**config.mk**
```make
export PLATFORM = sky130hd
export DESIGN_NAME = keypad_code_lock_top
export DESIGN_NICKNAME = d
export VERILOG_FILES = /design/src/rtl/kcl_pkg.sv /design/src/rtl/keypad_code_lock_top.sv /design/src/rtl/kcl_key_decode.sv
export SDC_FILE = /design/constraint.sdc
export NUM_CORES = 1
export LEC_CHECK = 0
export CAP_MARGIN = 0
export CORE_MARGIN = 8
export CORE_UTILIZATION = 55
export DETAILED_ROUTE_END_ITERATION = 8
export DONT_BUFFER_PORTS = 1
export GPL_ROUTABILITY_DRIVEN = 0
export HOLD_SLACK_MARGIN = 0.08
export PLACE_DENSITY_LB_ADDON = 0.08
export SYNTH_ARGS = -nofsm -noshare
export SYNTH_HDL_FRONTEND = slang
export SYNTH_SLANG_ARGS = --single-unit
```
**constraint.sdc**
```tcl
create_clock -name clk -period 5.8 [get_ports clk]
set_input_delay 0.29 -clock clk [delete_from_list [all_inputs] [get_ports clk]]
set_output_delay 0.29 -clock clk [all_outputs]
set_load 0.01 [all_outputs]
```
**src/rtl/kcl_pkg.sv**
```systemverilog
// Shared types and constants for the keypad code lock.
package kcl_pkg;

	typedef enum logic [2:0] {
		MODE_MENU    = 3'd0,
		MODE_UNLOCK  = 3'd1,
		MODE_OLD     = 3'd2,
		MODE_NEW     = 3'd3,
		MODE_CONFIRM = 3'd4
	} lock_mode_t;

	typedef enum logic [2:0] {
		EV_NONE        = 3'd0,
		EV_DIGIT       = 3'd1,
		EV_WRONG       = 3'd2,
		EV_UNLOCKED    = 3'd3,
		EV_UPDATED     = 3'd4,
		EV_MISMATCH    = 3'd5,
		EV_RELEASE_END = 3'd6
	} event_t;

	localparam logic [4:0]  KEY_DIGIT_MAX    = 5'd9;
	localparam logic [4:0]  KEY_A            = 5'd10;
	localparam logic [4:0]  KEY_B            = 5'd11;
	localparam logic [4:0]  KEY_NONE         = 5'd16;
	localparam logic [15:0] UNLOCK_TICKS_RST = 16'd5000;
	localparam logic [15:0] UNLOCK_TICKS_MIN = 16'd1;

endpackage

```
**src/rtl/keypad_code_lock_top.sv**
```systemverilog
// Keypad code lock: input register, single-step lock state machine, result register.
// A transaction is held in the input register, then registered as a result.
// Throughput: one transaction per cycle if res_stall is low; one lock step per item.
// Reset: asynchronous, active low; menu mode, empty entries, code 0000, release off,
// unlock_ticks back to 5000.
module keypad_code_lock_top #(
	parameter int CODE_LENGTH = 4
) (
	input  logic        clk,
	input  logic        arst_n,
	input  logic        item_valid,
	output logic        item_stall,
	input  logic        action,
	input  logic [7:0]  scan_pattern,
	output logic        res_valid,
	input  logic        res_stall,
	output logic [2:0]  event_res,
	output logic [4:0]  key_value,
	output logic [2:0]  mode,
	output logic [2:0]  digits_entered,
	output logic        release_res,
	input  logic        psel,
	input  logic        penable,
	input  logic        pwrite,
	input  logic [2:0]  paddr,
	input  logic [31:0] pwdata,
	output logic [31:0] prdata,
	output logic        pready
);

	localparam int CNT_W = (CODE_LENGTH > 1) ? $clog2(CODE_LENGTH) : 1;
	localparam logic [CNT_W-1:0] CNT_LAST = CNT_W'(CODE_LENGTH - 1);

	typedef logic [CODE_LENGTH-1:0][3:0] code_t;

	logic [15:0] ticks_q;

	logic        valid_s1;
	logic        action_s1;
	logic [7:0]  scan_s1;

	logic             valid_s2;
	kcl_pkg::event_t  event_s2;
	logic [4:0]       key_s2;
	logic [2:0]       mode_s2;
	logic [2:0]       count_s2;
	logic             release_s2;

	kcl_pkg::lock_mode_t mode_q, mode_d;
	logic [CNT_W-1:0]    count_q, count_d;
	code_t               first_q, first_d, first_nx;
	code_t               second_q, second_d, second_nx;
	code_t               stored_q, stored_d;
	logic [15:0]         timer_q, timer_d, timer_load;

	logic             move_s1;
	logic             accept;
	logic [4:0]       key_s1;
	logic             busy;
	logic             in_entry;
	logic             take_digit;
	logic             last_digit;
	logic             old_ok;
	logic             pair_ok;
	kcl_pkg::event_t  event_d;

	assign pready = 1'b1;
	assign prdata = paddr[2] ? 32'd0 : {16'd0, ticks_q};

	always_ff @(posedge clk or negedge arst_n) begin
		if (!arst_n) begin
			ticks_q <= kcl_pkg::UNLOCK_TICKS_RST;
		end else if (psel && penable && pwrite && pready && !paddr[2]) begin
			ticks_q <= pwdata[15:0];
		end
	end

	assign move_s1    = valid_s1 && (!valid_s2 || !res_stall);
	assign item_stall = valid_s1 && !move_s1;
	assign accept     = item_valid && !item_stall;

	always_ff @(posedge clk or negedge arst_n) begin
		if (!arst_n) begin
			valid_s1 <= 1'b0;
		end else if (accept) begin
			valid_s1 <= 1'b1;
		end else if (move_s1) begin
			valid_s1 <= 1'b0;
		end
	end

	always_ff @(posedge clk) begin
		if (accept) begin
			action_s1 <= action;
			scan_s1   <= scan_pattern;
		end
	end

	kcl_key_decode u_decode (
		.scan (scan_s1),
		.key  (key_s1)
	);

	assign busy       = timer_q != 16'd0;
	assign in_entry   = (mode_q == kcl_pkg::MODE_UNLOCK) || (mode_q == kcl_pkg::MODE_OLD) ||
	                    (mode_q == kcl_pkg::MODE_NEW) || (mode_q == kcl_pkg::MODE_CONFIRM);
	assign take_digit = !action_s1 && !busy && in_entry && (key_s1 <= kcl_pkg::KEY_DIGIT_MAX);
	assign last_digit = take_digit && (count_q == CNT_LAST);
	assign timer_load = (ticks_q == 16'd0) ? kcl_pkg::UNLOCK_TICKS_MIN : ticks_q;

	always_comb begin
		first_nx  = first_q;
		second_nx = second_q;
		if (take_digit) begin
			if (mode_q == kcl_pkg::MODE_CONFIRM) begin
				second_nx[count_q] = key_s1[3:0];
			end else begin
				first_nx[count_q] = key_s1[3:0];
			end
		end
	end

	assign old_ok  = first_nx == stored_q;
	assign pair_ok = first_q == second_nx;

	// next state
	always_comb begin
		mode_d   = mode_q;
		count_d  = count_q;
		first_d  = first_nx;
		second_d = second_nx;
		stored_d = stored_q;
		timer_d  = timer_q;
		if (action_s1) begin
			if (busy) begin
				timer_d = timer_q - 16'd1;
			end
		end else if (!busy) begin
			if (in_entry) begin
				if (take_digit) begin
					count_d = count_q + CNT_W'(1);
				end
				if (last_digit) begin
					count_d = '0;
					mode_d  = kcl_pkg::MODE_MENU;
					unique case (mode_q)
						kcl_pkg::MODE_UNLOCK: begin
							if (old_ok) begin
								timer_d = timer_load;
							end
						end
						kcl_pkg::MODE_OLD: begin
							if (old_ok) begin
								mode_d  = kcl_pkg::MODE_NEW;
								first_d = '0;
							end
						end
						kcl_pkg::MODE_NEW: begin
							mode_d   = kcl_pkg::MODE_CONFIRM;
							second_d = '0;
						end
						kcl_pkg::MODE_CONFIRM: begin
							if (pair_ok) begin
								stored_d = first_q;
							end
						end
						default: begin
							mode_d = kcl_pkg::MODE_MENU;
						end
					endcase
				end
			end else begin
				mode_d = kcl_pkg::MODE_MENU;
				if (key_s1 == kcl_pkg::KEY_A) begin
					mode_d  = kcl_pkg::MODE_UNLOCK;
					count_d = '0;
					first_d = '0;
				end else if (key_s1 == kcl_pkg::KEY_B) begin
					mode_d  = kcl_pkg::MODE_OLD;
					count_d = '0;
					first_d = '0;
				end
			end
		end
	end

	// event
	always_comb begin
		event_d = kcl_pkg::EV_NONE;
		if (action_s1) begin
			if (timer_q == 16'd1) begin
				event_d = kcl_pkg::EV_RELEASE_END;
			end
		end else if (take_digit) begin
			event_d = kcl_pkg::EV_DIGIT;
			if (last_digit) begin
				unique case (mode_q)
					kcl_pkg::MODE_UNLOCK:
						event_d = old_ok ? kcl_pkg::EV_UNLOCKED : kcl_pkg::EV_WRONG;
					kcl_pkg::MODE_OLD:
						event_d = old_ok ? kcl_pkg::EV_DIGIT : kcl_pkg::EV_WRONG;
					kcl_pkg::MODE_NEW:
						event_d = kcl_pkg::EV_DIGIT;
					kcl_pkg::MODE_CONFIRM:
						event_d = pair_ok ? kcl_pkg::EV_UPDATED : kcl_pkg::EV_MISMATCH;
					default:
						event_d = kcl_pkg::EV_NONE;
				endcase
			end
		end
	end

	always_ff @(posedge clk or negedge arst_n) begin
		if (!arst_n) begin
			mode_q   <= kcl_pkg::MODE_MENU;
			count_q  <= '0;
			first_q  <= '0;
			second_q <= '0;
			stored_q <= '0;
			timer_q  <= '0;
		end else if (move_s1) begin
			mode_q   <= mode_d;
			count_q  <= count_d;
			first_q  <= first_d;
			second_q <= second_d;
			stored_q <= stored_d;
			timer_q  <= timer_d;
		end
	end

	always_ff @(posedge clk or negedge arst_n) begin
		if (!arst_n) begin
			valid_s2 <= 1'b0;
		end else if (move_s1) begin
			valid_s2 <= 1'b1;
		end else if (!res_stall) begin
			valid_s2 <= 1'b0;
		end
	end

	always_ff @(posedge clk) begin
		if (move_s1) begin
			event_s2   <= event_d;
			key_s2     <= action_s1 ? kcl_pkg::KEY_NONE : key_s1;
			mode_s2    <= mode_d;
			count_s2   <= 3'(count_d);
			release_s2 <= timer_d != 16'd0;
		end
	end

	assign res_valid      = valid_s2;
	assign event_res      = event_s2;
	assign key_value      = key_s2;
	assign mode           = mode_s2;
	assign digits_entered = count_s2;
	assign release_res    = release_s2;

`ifndef SYNTHESIS
	a_unlock_releases: assert property (@(posedge clk) disable iff (!arst_n)
		res_valid && (event_res == kcl_pkg::EV_UNLOCKED) |-> release_res)
		else $error("unlock event without release");

	a_release_end_drops: assert property (@(posedge clk) disable iff (!arst_n)
		res_valid && (event_res == kcl_pkg::EV_RELEASE_END) |-> !release_res)
		else $error("release end event with release still high");

	a_release_in_menu: assert property (@(posedge clk) disable iff (!arst_n)
		res_valid && release_res |-> (mode == kcl_pkg::MODE_MENU))
		else $error("release high outside the menu");

	a_count_bound: assert property (@(posedge clk) disable iff (!arst_n)
		busy |-> (mode_q == kcl_pkg::MODE_MENU) && (count_q == '0))
		else $error("entry in progress while released");
`endif

endmodule

```
**src/rtl/kcl_key_decode.sv**
```systemverilog
// Keypad scan pattern to key code decoder.
module kcl_key_decode (
	input  logic [7:0] scan,
	output logic [4:0] key
);

	localparam logic [0:15][7:0] KEY_PATTERNS = {
		8'hEB, 8'h77, 8'h7B, 8'h7D, 8'hB7, 8'hBB, 8'hBD, 8'hD7,
		8'hDB, 8'hDD, 8'h7E, 8'hBE, 8'hDE, 8'hEE, 8'hE7, 8'hED
	};

	logic [7:0] rev;

	always_comb begin
		for (int i = 0; i < 8; i++) begin
			rev[7 - i] = scan[i];
		end
	end

	always_comb begin
		key = kcl_pkg::KEY_NONE;
		for (int i = 0; i < 16; i++) begin
			if (KEY_PATTERNS[i] == rev) begin
				key = 5'(i);
			end
		end
	end

endmodule
```
# == Yosys cells after proc, flatten, opt, wreduce, memory -nomap -nowiden ==
# Cells that the tools add are included.
# classes
add_sub_neg,2
mux,73
magnitude_cmp,3
shift,0
n_mul,0
n_reduce_logical,27
n_div,0
n_bitwise,2
n_eq_ne,27
# op_table
cell,count
two-way mux 16 bit,26
"== test 8 bit, first input constant",12
two-way mux 5 bit,16
bitwise mux 16 bit,2
== test 16 bit,2
"== test 7 x 8 -> 1 bit, first input constant",4
nonzero test 16 bit,2
two-way mux 3 bit,8
two-way mux 2 bit,11
"== test 16 x 1 -> 1 bit, second input constant",1
zero test 16 bit,1
"subtractor 16 x 1 -> 16 bit, second input constant",1
case mux 3 bit (4 select lines),1
logical AND 1 bit,11
"== test 5 x 4 -> 1 bit, second input constant",2
demux 4 bit (select 2 bit),1
zero test 1 bit,7
AND reduction 7 bit,1
"== test 3 x 2 -> 1 bit, second input constant",2
two-way mux 1 bit,6
case mux 3 bit (2 select lines),1
"less-or-equal comparator 5 x 4 -> 1 bit, second input constant",1
logical OR 1 bit,4
two-way mux 4 bit,1
9 further kinds,10
# word_totals
inputBits,51
ram_bits,0
word_cells,159
rom_bits,0
latchBits,0
ff_bits,110
n_memories,0

# == Depth between registers and ports, before layout ==
# Gate-level depths: netlist of the first run.
# logic_depth
ltp_word,28
ltp_mapped,16
ltp_nobuf,13

# == Modules after synthesis ==
# Synthesis of the first run repeated with hierarchy kept, for this count alone.
# hier_totals
hier_cells,785
area_unflattened_um2,7358.3
# by_module_without_submodules
mod,cells_per_inst,area_per_inst_um2,seq_area_each_um2,n_inst
keypad_code_lock_top,722,6920.4,2874.0,1
kcl_key_decode,63,437.9,0.0,1

# == Worst setup path before layout of the first run ==
# OpenSTA, ideal clock, no wires.
# synth_timing
path_type,register to register
start,register scan_s1[2]
end,register stored_q[0] (netlist name)
path_slack_ns,1.676
stages_incl_launch_ff,15
arrival_ns,3.999
cell_sequence,edfxtp_1 > buf_6 > nand4b_4 > or4b_4 > o21a_4 > a31oi_4 > nand4_2 > a221oi_2 > a21oi_1 > or4_1 > or4_4 > or3_1 > buf_6 > buf_6 > mux2_4
# synth_via
elab_chain_len,22
word_cells_on_any_way,40
classes_between,order compare: 1; eq/ne: 17; mux: 19; reduce/logical: 3
# synth_lines
element,line,source
start: declaration,keypad_code_lock_top.sv:40,logic [7:0] scan_s1;
start signal: assignment,keypad_code_lock_top.sv:95,scan_s1 <= scan_pattern;
== test 8 bit,kcl_key_decode.sv:23,if (KEY_PATTERNS[i] == rev) begin
two-way mux 5 bit (15 in series),kcl_key_decode.sv:23,
two-way mux 5 bit *,kcl_key_decode.sv:23,
less-or-equal comparator 5 x 4 -> 1 bit,keypad_code_lock_top.sv:107,assign take_digit = !action_s1 && !busy && in_entry && (key_s1 <= kcl_pkg::KEY_DIGIT_MAX);
logical AND 1 bit,keypad_code_lock_top.sv:107,
two-way mux 16 bit,keypad_code_lock_top.sv:114,if (take_digit) begin
== test 16 bit,keypad_code_lock_top.sv:124,assign pair_ok = first_q == second_nx;
AND reduction 7 bit (no source line) *,--,
end signal: assignment,keypad_code_lock_top.sv:226,stored_q <= stored_d;
end: declaration,keypad_code_lock_top.sv:53,"code_t stored_q, stored_d;"
# Mark *: on every way between the ends. The rest lies on a longest branch, timed or not.
# A chain may end at the register's enable or synchronous reset.

# == Worst setup path after layout of the first run ==
# layout_timing
start,register scan_s1[7]
end,register stored_q[8] (netlist name)
# Same word-level chain as after synthesis.

==> parameters.txt, run 1 <==
Parameter                              Value

Outcome
  Result of the run ... completed

Placement
  Placed cell areas ... roughly 7100 sq um
  Final HPWL DP ... between 10000 and 15000 um
  Count of port buffers added during placement ... 0

Drt
  Final WL ... ~19000 um
  Initial DRC count ... 601
  Antenna-violating nets left ... 0
  Number of vias per cell ... about 6.3
  Total via count after detailed routing ... approximately 6000
  Detailed-router iteration count before antenna repair ... 6
  Remaining routing DRC violations ... 0
  Mean routed wirelength per cell ... 20.1 um

Global routing
  Largest net degree at the start of global routing ... 88
  Initial antenna violation count ... 0
  Vias in the first global route ... a little under 6000
  Total global-route track usage ... 23.4%
  Total overflow reported by the global router ... 0
  First-pass GRT wire length ... 30800 um

Clock network
  Post-CTS Resized ... 0
  Clock tree from TritonCTS ... done
  Maximum clock insertion buffer count ... 2
  Clock network latency to the later pin of the worst-skew pair ... roughly 0.36 ns
  Total clock buffers created by CTS ... 9
  Clk Tree Root Cell ... sky130_fd_sc_hd__clkbuf_16
  H-Tree Depth ... 3
  Clock transition at path regs ... approximately 0.080 ns
  Sinks on the clock net ... 110

Power
  Pwr Density ... roughly 280 nW/um^2
  IR drop worst, VDD ... between 200 and 300 uV
  Leakage power of the design ... 0.00310 uW

STA
  Total setup violations reported at the end of the flow ... 0
  Share of the clock period used by the worst path ... 89.1%
  Worst setup skew after layout ... 0.0127 ns
  Least-Margin Pin Slew ... 1.10 ns
  Unrepaired setup endpoints after global routing ... false
  Endpoints failing hold ... 0
  Time the worst path needs with I/O delays and setup ... 5.17 ns
  Accumulated negative setup slack ... 0 ns
  Min Hold Slack ... 0.141 ns
  Maximum clock frequency ... about 190 MHz
  Final count of pins violating max slew ... 0
  Headroom to the max-slew limit ... 25.8%

Floorplan
  Cell Rows ... 41
  Horizontal extent of the die ... roughly 130 um
  Initial Utilization ... 55.9%
  Y dimension of the die ... 129 um
  Count of boundary I/O pins ... 101
  Placeable core region ... around 13000 sq um
  Floorplan die area ... 16600 sq um

Yosys
  Mean cell area of the mapped netlist ... ~9.2 sq um
  Number of distinct library cells after synthesis ... 78
  Share of the yosys chip area belonging to registers ... about two fifths
  Count of flip-flops with a built-in enable after synthesis ... 23
  Most used flip-flop cell after synthesis ... sky130_fd_sc_hd__dfrtp_1
  Synthesized netlist cell count ... 762
  Count of yosys warnings during synthesis ... 0
  Netlist area before placement ... between 7000 and 8000 sq um
  Seq cells post-synth ... 110
  Asr flop ratio synth ... 79.1%

Flow run
  Count of maximum capacitance violations ... 0

Setup path
  CP Data Required Time ... 6.04 ns
  Max stage delay on crit path ... 0.73 ns
  Crit path from ... scan_s1[7]$_DFFE_PP_
  Worst Setup Path Type ... reg -> reg
  Critical path peak fanout ... 18
  Worst r2r src ... scan_s1[7]$_DFFE_PP_
  Cell type of the slowest stage on the worst timing path ... sky130_fd_sc_hd__or3_1
  Critical path cell sequence ... nand4b_1, nor3_2, nor2_1, a31oi_4, nand4_2, a221oi_2, a21oi_1, or4_1, or4_4, or3_1, mux2_1
  Worst setup EP type ... register
  Type of element launching the critical path ... register
  Arrival time of data at the critical path endpoint ... 5.41 ns

Finish
  Net total in the final layout ... just over 800
  Layout overhead on the synthesized area ... 9.39%
  Fraction of final layout cells sized beyond drive strength 1 ... 10.1%
  Fraction of the core area covered by cells at the end of the flow ... roughly three fifths
  Final Instance Area ... between 7000 and 8000 sq um
  Ant. Diodes ... 0

Hold path
  Source of the worst hold timing path ... res_stall
  Path category of the worst min-delay check ... in -> reg
[power by group]
group / switching, uW / internal [uW] / leakage [uW]
Sequential: 153 / 894 / 0.00136
Combinational: 302 / 199 / 0.00161
Clock: 294 / 305 / 0.000131
[worst max-delay path: cells and delay by family (launching register included)]
kind / cells / cell delay (ns)
AND/OR/NAND/NOR: 7 / 3.17
AO/OA/AOI/OAI: 3 / 0.72
flip-flops: 1 / 0.68
multiplexers: 1 / 0.48
[layout by cell type (no fill, tap or decap), types with 7 or more instances in the layout]
cell | Yosys | final
sky130_fd_sc_hd__nor2_1 | 51 | 51
sky130_fd_sc_hd__xnor2_1 | 28 | 28
sky130_fd_sc_hd__dfrtp_1 | 82 | 82
sky130_fd_sc_hd__mux2_2 | 18 | 18
sky130_fd_sc_hd__mux2_4 | 7 | 7
sky130_fd_sc_hd__clkbuf_16 | 0 | 9
sky130_fd_sc_hd__nand3_1 | 19 | 19
sky130_fd_sc_hd__edfxtp_1 | 23 | 23
sky130_fd_sc_hd__nand2_1 | 73 | 73
sky130_fd_sc_hd__or3_1 | 9 | 9
sky130_fd_sc_hd__o22ai_1 | 7 | 7
sky130_fd_sc_hd__nor3_1 | 24 | 24
sky130_fd_sc_hd__buf_4 | 19 | 13
sky130_fd_sc_hd__and3_1 | 10 | 10
sky130_fd_sc_hd__o31ai_1 | 11 | 11
sky130_fd_sc_hd__nor2b_1 | 14 | 14
sky130_fd_sc_hd__nand4_1 | 11 | 11
sky130_fd_sc_hd__nand2b_1 | 12 | 12
sky130_fd_sc_hd__inv_1 | 28 | 28
sky130_fd_sc_hd__a211oi_1 | 8 | 8
sky130_fd_sc_hd__a21oi_1 | 30 | 30
sky130_fd_sc_hd__nor4_1 | 10 | 10
sky130_fd_sc_hd__a31oi_1 | 14 | 14
sky130_fd_sc_hd__dlygate4sd3_1 | 0 | 28
sky130_fd_sc_hd__mux2i_1 | 15 | 15
sky130_fd_sc_hd__xor2_1 | 13 | 13
sky130_fd_sc_hd__conb_1 | 2 | 18
sky130_fd_sc_hd__o21ai_0 | 64 | 64
[state kept, by name, summed over array words and instances (netlist names), 3 cells and up]
| register | flops |
|---|---|
| event_res | 3 |
| first_q | 16 |
| key_value | 5 |
| mode | 3 |
| mode_q | 3 |
| scan_s1 | 8 |
| second_q | 16 |
| stored_q | 16 |
| ticks_q | 16 |
| timer_q | 16 |
[final timing paths]
kind | endpoint | slack [ns] | cells after the start
min in group asynchronous | second_q[2]$_DFFE_PN0P_ | 0.51 | 2
min | valid_s1$_DFFE_PN0P_ | 0.14 | 2
max | stored_q[8]$_DFFE_PN0P_ | 0.63 | 11
max reg2reg | stored_q[8]$_DFFE_PN0P_ | 0.63 | 11
max in group asynchronous | ticks_q[8]$_DFFE_PN1P_ | 4.88 | 2
min reg2reg | second_q[8]$_DFFE_PN0P_ | 0.49 | 2
[cells in the mapped netlist (all sizes together), types with 19 or more instances]
cell,n,area [sq um]
a21oi,30,150
buf,28,204
clkbuf,29,109
dfrtp,82,2050
edfxtp,23,691
inv,28,105
mux2,31,375
nand2,73,274
nand3,19,95.1
nor2,51,191
nor3,25,130
o21ai,70,350
xnor2,28,245
[timing repair]
item                                    in CTS  in global routing
hold buffers                                29                  0
hold endpoints to repair                   114                  0
endpoints found under the setup margin       0                  0
buffers inserted                             0                  0
[logic make-up (layout without fill, tap and decap cells)]
logic type,Yosys count,after routing,share of synthesized area (%)
DFF,110,110,40.9
buffers and inverters,85,86,5.95
muxes,46,46,7.48
and+or+nand+nor,277,277,21.3
other,2,18,0.107
xor gates and xnor gates,41,41,5.11
AOI/OAI and AO/OA,195,195,18.0
adders and majority gates,6,6,1.07
[stage by stage]
stage | worst slack, ns | cells | total power, uW
after detailed placement | 0.729 | 906 | 1520
after floorplan | 1.68 | 778 | 1390
after CTS | 0.712 | 951 | 2150
after global routing | 0.440 | 951 | 2260
final | 0.633 | 951 | 2150
after global placement | 0.863 | 906 | 1510
[layer usage]
metal / GRT usage, % / vias up / share of wire [%]
met2: 36.1 / 274 / 46
met4: 7.60 / 0 / 2.1
met3: 6.90 / 32 / 8.0
met5: 0 / - / 0
met1: 31.0 / 2890 / 44
li1: - / 2780 / -
[layout make-up]
type | instances | area [sq um]
well taps | 172 | 215
inverters | 28 | 105
fillers | 1063 | 4880
clock inverters | 6 | 45.0
flip-flops and latches | 110 | 2870
multi-input cells | 583 | 3800
repair buffers | 42 | 405
clock buffers | 10 | 239
No activity file was read; power rests on OpenSTA's default activity.
==> inputs of run 2 (changes only) <==
- CORE_UTILIZATION: 55 -> 45
- SLEW_MARGIN: not set -> 10
==> parameters.txt, run 2 (synthesis gave the netlist of run 1 again) <==
Parameter                              Value

Outcome
  Result of the run ... completed

Drt
  Mean routed wirelength per cell ... 20.1 um (+0.19%)
  Antenna-violating nets left ... 0 (unchanged)
  Number of vias per cell ... 6.02 (-4.2%)
  Final WL ... 19500 um (+2.0%)
  Total via count after detailed routing ... 5830 (-2.4%)
  Initial DRC count ... 496 (-17%)
  Detailed-router iteration count before antenna repair ... 5 (-1)
  Remaining routing DRC violations ... 0 (unchanged)

STA
  Least-Margin Pin Slew ... 0.936 ns (-0.163 ns)
  Total setup violations reported at the end of the flow ... 0 (unchanged)
  Unrepaired setup endpoints after global routing ... false
  Min Hold Slack ... 0.0914 ns (-0.0495 ns)
  Maximum clock frequency ... 197 MHz (+1.9%)
  Headroom to the max-slew limit ... 36.8% (+11 points)
  Time the worst path needs with I/O delays and setup ... 5.07 ns (-0.0941 ns)
  Final count of pins violating max slew ... 0 (unchanged)
  Accumulated negative setup slack ... 0 ns (unchanged)
  Worst setup skew after layout ... 0.00945 ns (-0.00326 ns)
  Share of the clock period used by the worst path ... 87.5% (-1.6 points)
  Endpoints failing hold ... 0 (unchanged)

Floorplan
  Placeable core region ... 15200 sq um (+21%)
  Horizontal extent of the die ... 141 um (+9.2%)
  Initial Utilization ... 46.2% (-9.7 points)
  Floorplan die area ... 19900 sq um (+19%)
  Y dimension of the die ... 141 um (+9.2%)
  Cell Rows ... 45 (+9.8%)
  Count of boundary I/O pins ... 101 (unchanged)

Clock network
  Clock tree from TritonCTS ... done
  Maximum clock insertion buffer count ... 2 (unchanged)
  Clock network latency to the later pin of the worst-skew pair ... 0.36 ns (about the same)
  Post-CTS Resized ... 0 (unchanged)
  Sinks on the clock net ... 110 (unchanged)
  Hold_buf cts ... 27 (-6.9%)
  H-Tree Depth ... 3 (unchanged)
  Clock transition at path regs ... 0.07 ns (about the same)
  Post-CTS setup buffer count ... 0 (unchanged)
  Total clock buffers created by CTS ... 9 (unchanged)
  Clk Tree Root Cell ... sky130_fd_sc_hd__clkbuf_16

Setup path
  Max stage delay on crit path ... 0.83 ns (+0.10 ns)
  Cell type of the slowest stage on the worst timing path ... sky130_fd_sc_hd__a2111oi_0
  CP Data Required Time ... 6.04 ns (about the same)
  Arrival time of data at the critical path endpoint ... 5.31 ns (-0.10 ns)
  Worst r2r src ... scan_s1[3]$_DFFE_PP_
  Worst Setup Path Type ... reg -> reg
  Type of element launching the critical path ... register
  Critical path cell sequence ... nand3b_1, a2111oi_0, o32ai_2, buf_4, xnor2_1, nor3_1, a21oi_1, or4_1, or4_4, or3_1, mux2_1
  Worst R2R Setup Slack ... 0.73 ns (+0.09 ns)
  Critical path peak fanout ... 16 (-2)
  Number of cells traversed by the worst register-to-register path ... 11 (unchanged)
  Reg-to-reg critical path endpoint ... stored_q[13]$_DFFE_PN0P_
  Worst setup EP type ... register

Placement
  Final HPWL DP ... 14200 um (+2.7%)
  Count of placed standard cells including taps ... 925 (+2.1%)
  Count of port buffers added during placement ... 0 (unchanged)

Hold path
  Source of the worst hold timing path ... pwdata[7]
  Worst min-delay path endpoint ... ticks_q[7]$_DFFE_PN1P_
  Cell depth of the worst hold path ... 1 (-1)
  Path category of the worst min-delay check ... in -> reg

Global routing
  Global routing met1 resource utilization ... 27.3% (-3.7 points)
  Most used routing layer ... met2
  Total overflow reported by the global router ... 0 (unchanged)
  First-pass GRT wire length ... 30800 um (about the same)
  GR Util met3 ... 4.63% (-2.3 points)
  Met2 GRT Util ... 29.6% (-6.6 points)
  Largest net degree at the start of global routing ... 88 (unchanged)
  Initial antenna violation count ... 0 (unchanged)
  Total global-route track usage ... 19.6% (-3.9 points)
  Vias in the first global route ... 5548 (-5.0%)

Power
  Total power draw ... 2190 uW (+2.0%)
  Logic gate share of total power ... 23.4% (about the same)
  Pwr Density ... 284 nW/um^2 (+1.5%)
  IR drop worst, VDD ... 141 uV (-51%)
  Internal cell power ... 1440 uW (+3.3%)
  Leakage power of the design ... 0.00313 uW (+0.69%)
  Proportion of power drawn by the clock network ... 28.6% (+0.7 points)
  Switching power total ... 747 uW (-0.29%)
  Share of total power consumed by net switching ... 34.1% (-0.79 points)
  Fraction of power consumed by sequential logic ... 48.0% (-0.8 points)

Finish
  Fraction of final layout cells sized beyond drive strength 1 ... 10.3% (+0.12 points)
  Area taken by multi-input logic gates ... 3800 sq um (unchanged)
  Cell Count, Final, Fillers Out ... 968 (+1.8%)
  Ant. Diodes ... 0 (unchanged)
  Count of fill cells added during filler insertion ... 1408 (+32%)
  Layout overhead on the synthesized area ... 9.92%
  Leading cell types in the layout, fill and taps excluded ... sky130_fd_sc_hd__dfrtp_1, sky130_fd_sc_hd__nand2_1, sky130_fd_sc_hd__o21ai_0, sky130_fd_sc_hd__nor2_1, sky130_fd_sc_hd__a21oi_1
  Register Area ... 2870 sq um (unchanged)
  Most frequent standard cell in the layout excluding fill and tap cells ... sky130_fd_sc_hd__dfrtp_1
  Net total in the final layout ... 832 (+0.12%)

Flow run
  Count of maximum capacitance violations ... 0 (unchanged)
run 2: critical path, delay by kind of cell (launching register included):
| family | cells | cell delay, ns |
|---|---|---|
| XOR/XNOR | 1 | 0.12 |
| buffers and inverters | 1 | 0.28 |
| AO/OA/AOI/OAI | 3 | 1.27 |
| multiplexers | 1 | 0.46 |
| flip-flops | 1 | 0.58 |
| AND/OR/NAND/NOR | 5 | 2.24 |
run 2: cell type report:
| class | instances | area share (%) |
|---|---|---|
| clock inverter | 6 | 0.778 |
| tap | 188 | 3.05 |
| sequential | 110 | 37.2 |
| multi-input combinational | 583 | 49.2 |
| inverter | 28 | 1.36 |
| timing repair buffer | 43 | 5.28 |
| clock buffer | 10 | 3.10 |
run 2: routing by layer:
metal | vias up | wire, um
li1 | 2767 | -
met1 | 2824 | 8970
met2 | 223 | 8910
met3 | 16 | 1360
met4 | 0 | 256
met5 | - | 0
run 2: per-stage QoR:
stage	setup WS (ns)	util [%]	area, sq um
2_1_floorplan	1.68	-	7080
3_3_place_gp	0.858	46.9	7130
3_5_place_dp	0.718	46.9	7130
4_1_cts	0.710	50.8	7720
5_1_grt	0.482	50.8	7720
6_report	0.727	50.8	7720
run 2: worst max path at each step:
stage | startpoint | to | slack [ns] | depth (start not counted)
finish | scan_s1[3]$_DFFE_PP_ | stored_q[13]$_DFFE_PN0P_ | 0.73 | 11
global route | scan_s1[3]$_DFFE_PP_ | stored_q[9]$_DFFE_PN0P_ | 0.48 | 11
CTS | scan_s1[3]$_DFFE_PP_ | stored_q[13]$_DFFE_PN0P_ | 0.71 | 11
detailed placement | scan_s1[3]$_DFFE_PP_ | stored_q[13]$_DFFE_PN0P_ | 0.72 | 11
global placement | scan_s1[3]$_DFFE_PP_ | stored_q[8]$_DFFE_PN0P_ | 0.86 | 11
floorplan | scan_s1[2]$_DFFE_PP_ | stored_q[0]$_DFFE_PN0P_ | 1.68 | 14
run 2: power groups by stage:
stage	sequential [uW]	combinational, uW	clock, uW
6_report	1050	513	627
5_1_grt	1070	574	668
4_1_cts	1040	508	644
3_5_place_dp	1060	476	0
3_3_place_gp	1060	468	0
2_1_floorplan	985	403	0
==> inputs of run 3 (changes only) <==
- clock period: 5.8 -> 4.9 ns (I/O delays scaled with it)
==> parameters.txt, run 3 (synthesis gave the netlist of run 1 again) <==
Parameter                              Value

STA
  Time the worst path needs with I/O delays and setup ... 4.61 ns (-0.465 ns)
  Min Hold Slack ... 0.0944 ns (+0.00291 ns)
  Worst setup skew after layout ... 0.0173 ns (+0.00785 ns)
  Unrepaired setup endpoints after global routing ... false
  Endpoints failing hold ... 0 (unchanged)
  Total setup violations reported at the end of the flow ... 0 (unchanged)
  Headroom to the max-slew limit ... 41.2% (+4.4 points)
  Final count of pins violating max slew ... 0 (unchanged)
  Accumulated negative setup slack ... 0 ns (unchanged)
  Share of the clock period used by the worst path ... 94.0% (+6.6 points)
  Maximum clock frequency ... 217 MHz (+10%)
  Least-Margin Pin Slew ... 0.875 ns (-0.0611 ns)

Floorplan
  Initial Utilization ... 46.2% (unchanged)
  Placeable core region ... 15200 sq um (unchanged)
  Y dimension of the die ... 141 um (unchanged)
  Horizontal extent of the die ... 141 um (unchanged)
  Count of boundary I/O pins ... 101 (unchanged)
  Floorplan die area ... 19900 sq um (unchanged)
  Cell Rows ... 45 (unchanged)

Global routing
  Total overflow reported by the global router ... 0 (unchanged)
  Total global-route track usage ... 20.0% (+0.39 points)
  Initial antenna violation count ... 2 (+2)
  Largest net degree at the start of global routing ... 88 (unchanged)
  First-pass GRT wire length ... 31400 um (+2.0%)
  Vias in the first global route ... 5571 (+0.41%)

Finish
  Layout overhead on the synthesized area ... 10.7%
  Leading cell types in the layout, fill and taps excluded ... sky130_fd_sc_hd__dfrtp_1, sky130_fd_sc_hd__nand2_1, sky130_fd_sc_hd__o21ai_0, sky130_fd_sc_hd__nor2_1, sky130_fd_sc_hd__a21oi_1
  Net total in the final layout ... 840 (+0.96%)
  Fraction of final layout cells sized beyond drive strength 1 ... 11.2% (+0.91 points)
  Fraction of the core area covered by cells at the end of the flow ... 51.1% (+0.35 points)
  Final Instance Area ... 7770 sq um (+0.70%)
  Cell Count, Final, Fillers Out ... 977 (+0.93%)
  Most frequent standard cell in the layout excluding fill and tap cells ... sky130_fd_sc_hd__dfrtp_1

Placement
  Placed cell areas ... 7180 sq um (+0.63%)
  Final HPWL DP ... 14400 um (+1.9%)
  Count of port buffers added during placement ... 0 (unchanged)
  Count of placed standard cells including taps ... 931 (+0.65%)

Setup path
  Max stage delay on crit path ... 0.59 ns (-0.24 ns)
  Critical path peak fanout ... 16 (unchanged)
  Arrival time of data at the critical path endpoint ... 4.85 ns (-0.46 ns)
  Worst Setup Path Type ... reg -> reg
  Type of element launching the critical path ... register
  CP Data Required Time ... 5.14 ns (-0.90 ns)
  Cell type of the slowest stage on the worst timing path ... sky130_fd_sc_hd__or4_4
  Buffers plus inverters on the worst setup path ... 1 (unchanged)
  Worst setup EP type ... register
  Cell family with the largest share of critical-path delay ... simple AND/OR/NAND/NOR gates
  Critical path cell sequence ... nor4_1, and4b_1, and3_1, nand4_2, a221oi_2, a21oi_1, or4_1, or4_4, or3_1, buf_4, mux2_1

Power
  Leakage power of the design ... 0.00314 uW (+0.55%)
  Pwr Density ... 331 nW/um^2 (+17%)
  IR drop worst, VDD ... 199 uV (+41%)

Clock network
  Post-CTS setup buffer count ... 0 (unchanged)
  Sinks on the clock net ... 110 (unchanged)
  Post-CTS Resized ... 0 (unchanged)
  H-Tree Depth ... 3 (unchanged)
  Maximum clock insertion buffer count ... 2 (unchanged)
  Clock transition at path regs ... 0.07 ns (about the same)
  Clk Tree Root Cell ... sky130_fd_sc_hd__clkbuf_16
  Hold_buf cts ... 29 (+7.4%)
  Total clock buffers created by CTS ... 9 (unchanged)
  Clock tree from TritonCTS ... done
  Clock network latency to the later pin of the worst-skew pair ... 0.37 ns (about the same)

Drt
  Detailed-router iteration count before antenna repair ... 6 (+1)
  Number of vias per cell ... 6.05 (+0.49%)
  Antenna-violating nets left ... 0 (unchanged)
  Remaining routing DRC violations ... 0 (unchanged)
  Mean routed wirelength per cell ... 20.5 um (+1.8%)
  Final WL ... 20000 um (+2.7%)
  Initial DRC count ... 680 (+37%)
  Total via count after detailed routing ... 5913 (+1.4%)

Hold path
  Path category of the worst min-delay check ... in -> reg

Flow run
  Count of maximum capacitance violations ... 0 (unchanged)

Outcome
  Result of the run ... completed
## run 3: cell count changes in the layout (fill, tap and decap cells not counted), sizes merged
cell | previous run | this run
buf | 17 | 23
bufinv | 1 | 0
clkbuf | 10 | 9
clkinv | 4 | 3
clkinvlp | 0 | 3
diode | 0 | 1
dlygate4sd3 | 26 | 28
## run 3: per-layer routing
| layer | vias up | GRT usage [%] | share of wire [%] |
|---|---|---|---|
| li1 | 2809 | - | - |
| met1 | 2852 | 28.6 | 48 |
| met2 | 229 | 29.8 | 45 |
| met3 | 21 | 4.66 | 6.2 |
| met4 | 2 | 4.47 | 1.2 |
| met5 | - | 0 | 0.065 |
## run 3: worst paths after layout
kind                                           from                  endpoint  slack, ns  depth (start not counted)
min in group asynchronous                    arst_n    first_q[6]$_DFFE_PN0P_       0.53                          2
hold reg to reg            second_q[13]$_DFFE_PN0P_  second_q[13]$_DFFE_PN0P_       0.49                          2
setup / recovery             timer_q[8]$_DFFE_PN0P_  stored_q[10]$_DFFE_PN0P_       0.29                         11
max in group asynchronous                    arst_n    ticks_q[3]$_DFFE_PN1P_       4.01                          2
setup reg to reg             timer_q[8]$_DFFE_PN0P_  stored_q[10]$_DFFE_PN0P_       0.29                         11
hold / removal                            res_stall      valid_s1$_DFFE_PN0P_       0.09                          2
## run 3: power by group
part	total [uW]	leakage [uW]	switching [uW]	internal [uW]
sequential	1250	0.00136	189	1060
combinational	620	0.00165	370	250
clock	706	0.000130	355	351
## run 3: final cells by class
| class | instances | area [sq um] |
|---|---|---|
| Clock inverter | 7 | 60.1 |
| Clock buffer | 9 | 225 |
| Tap cell | 188 | 235 |
| Multi-Input combinational cell | 583 | 3800 |
| Sequential cell | 110 | 2870 |
| Inverter | 28 | 105 |
| Antenna cell | 1 | 2.50 |
| Fill cell | 1433 | 7430 |
| Timing Repair Buffer | 51 | 473 |
## run 3: stage by stage
step	total power, uW	setup WS, ns
after detailed placement	1820	0.325
final	2570	0.293
after CTS	2570	0.320
after global placement	1810	0.397
after floorplan	1640	0.776
after global routing	2700	0.0387
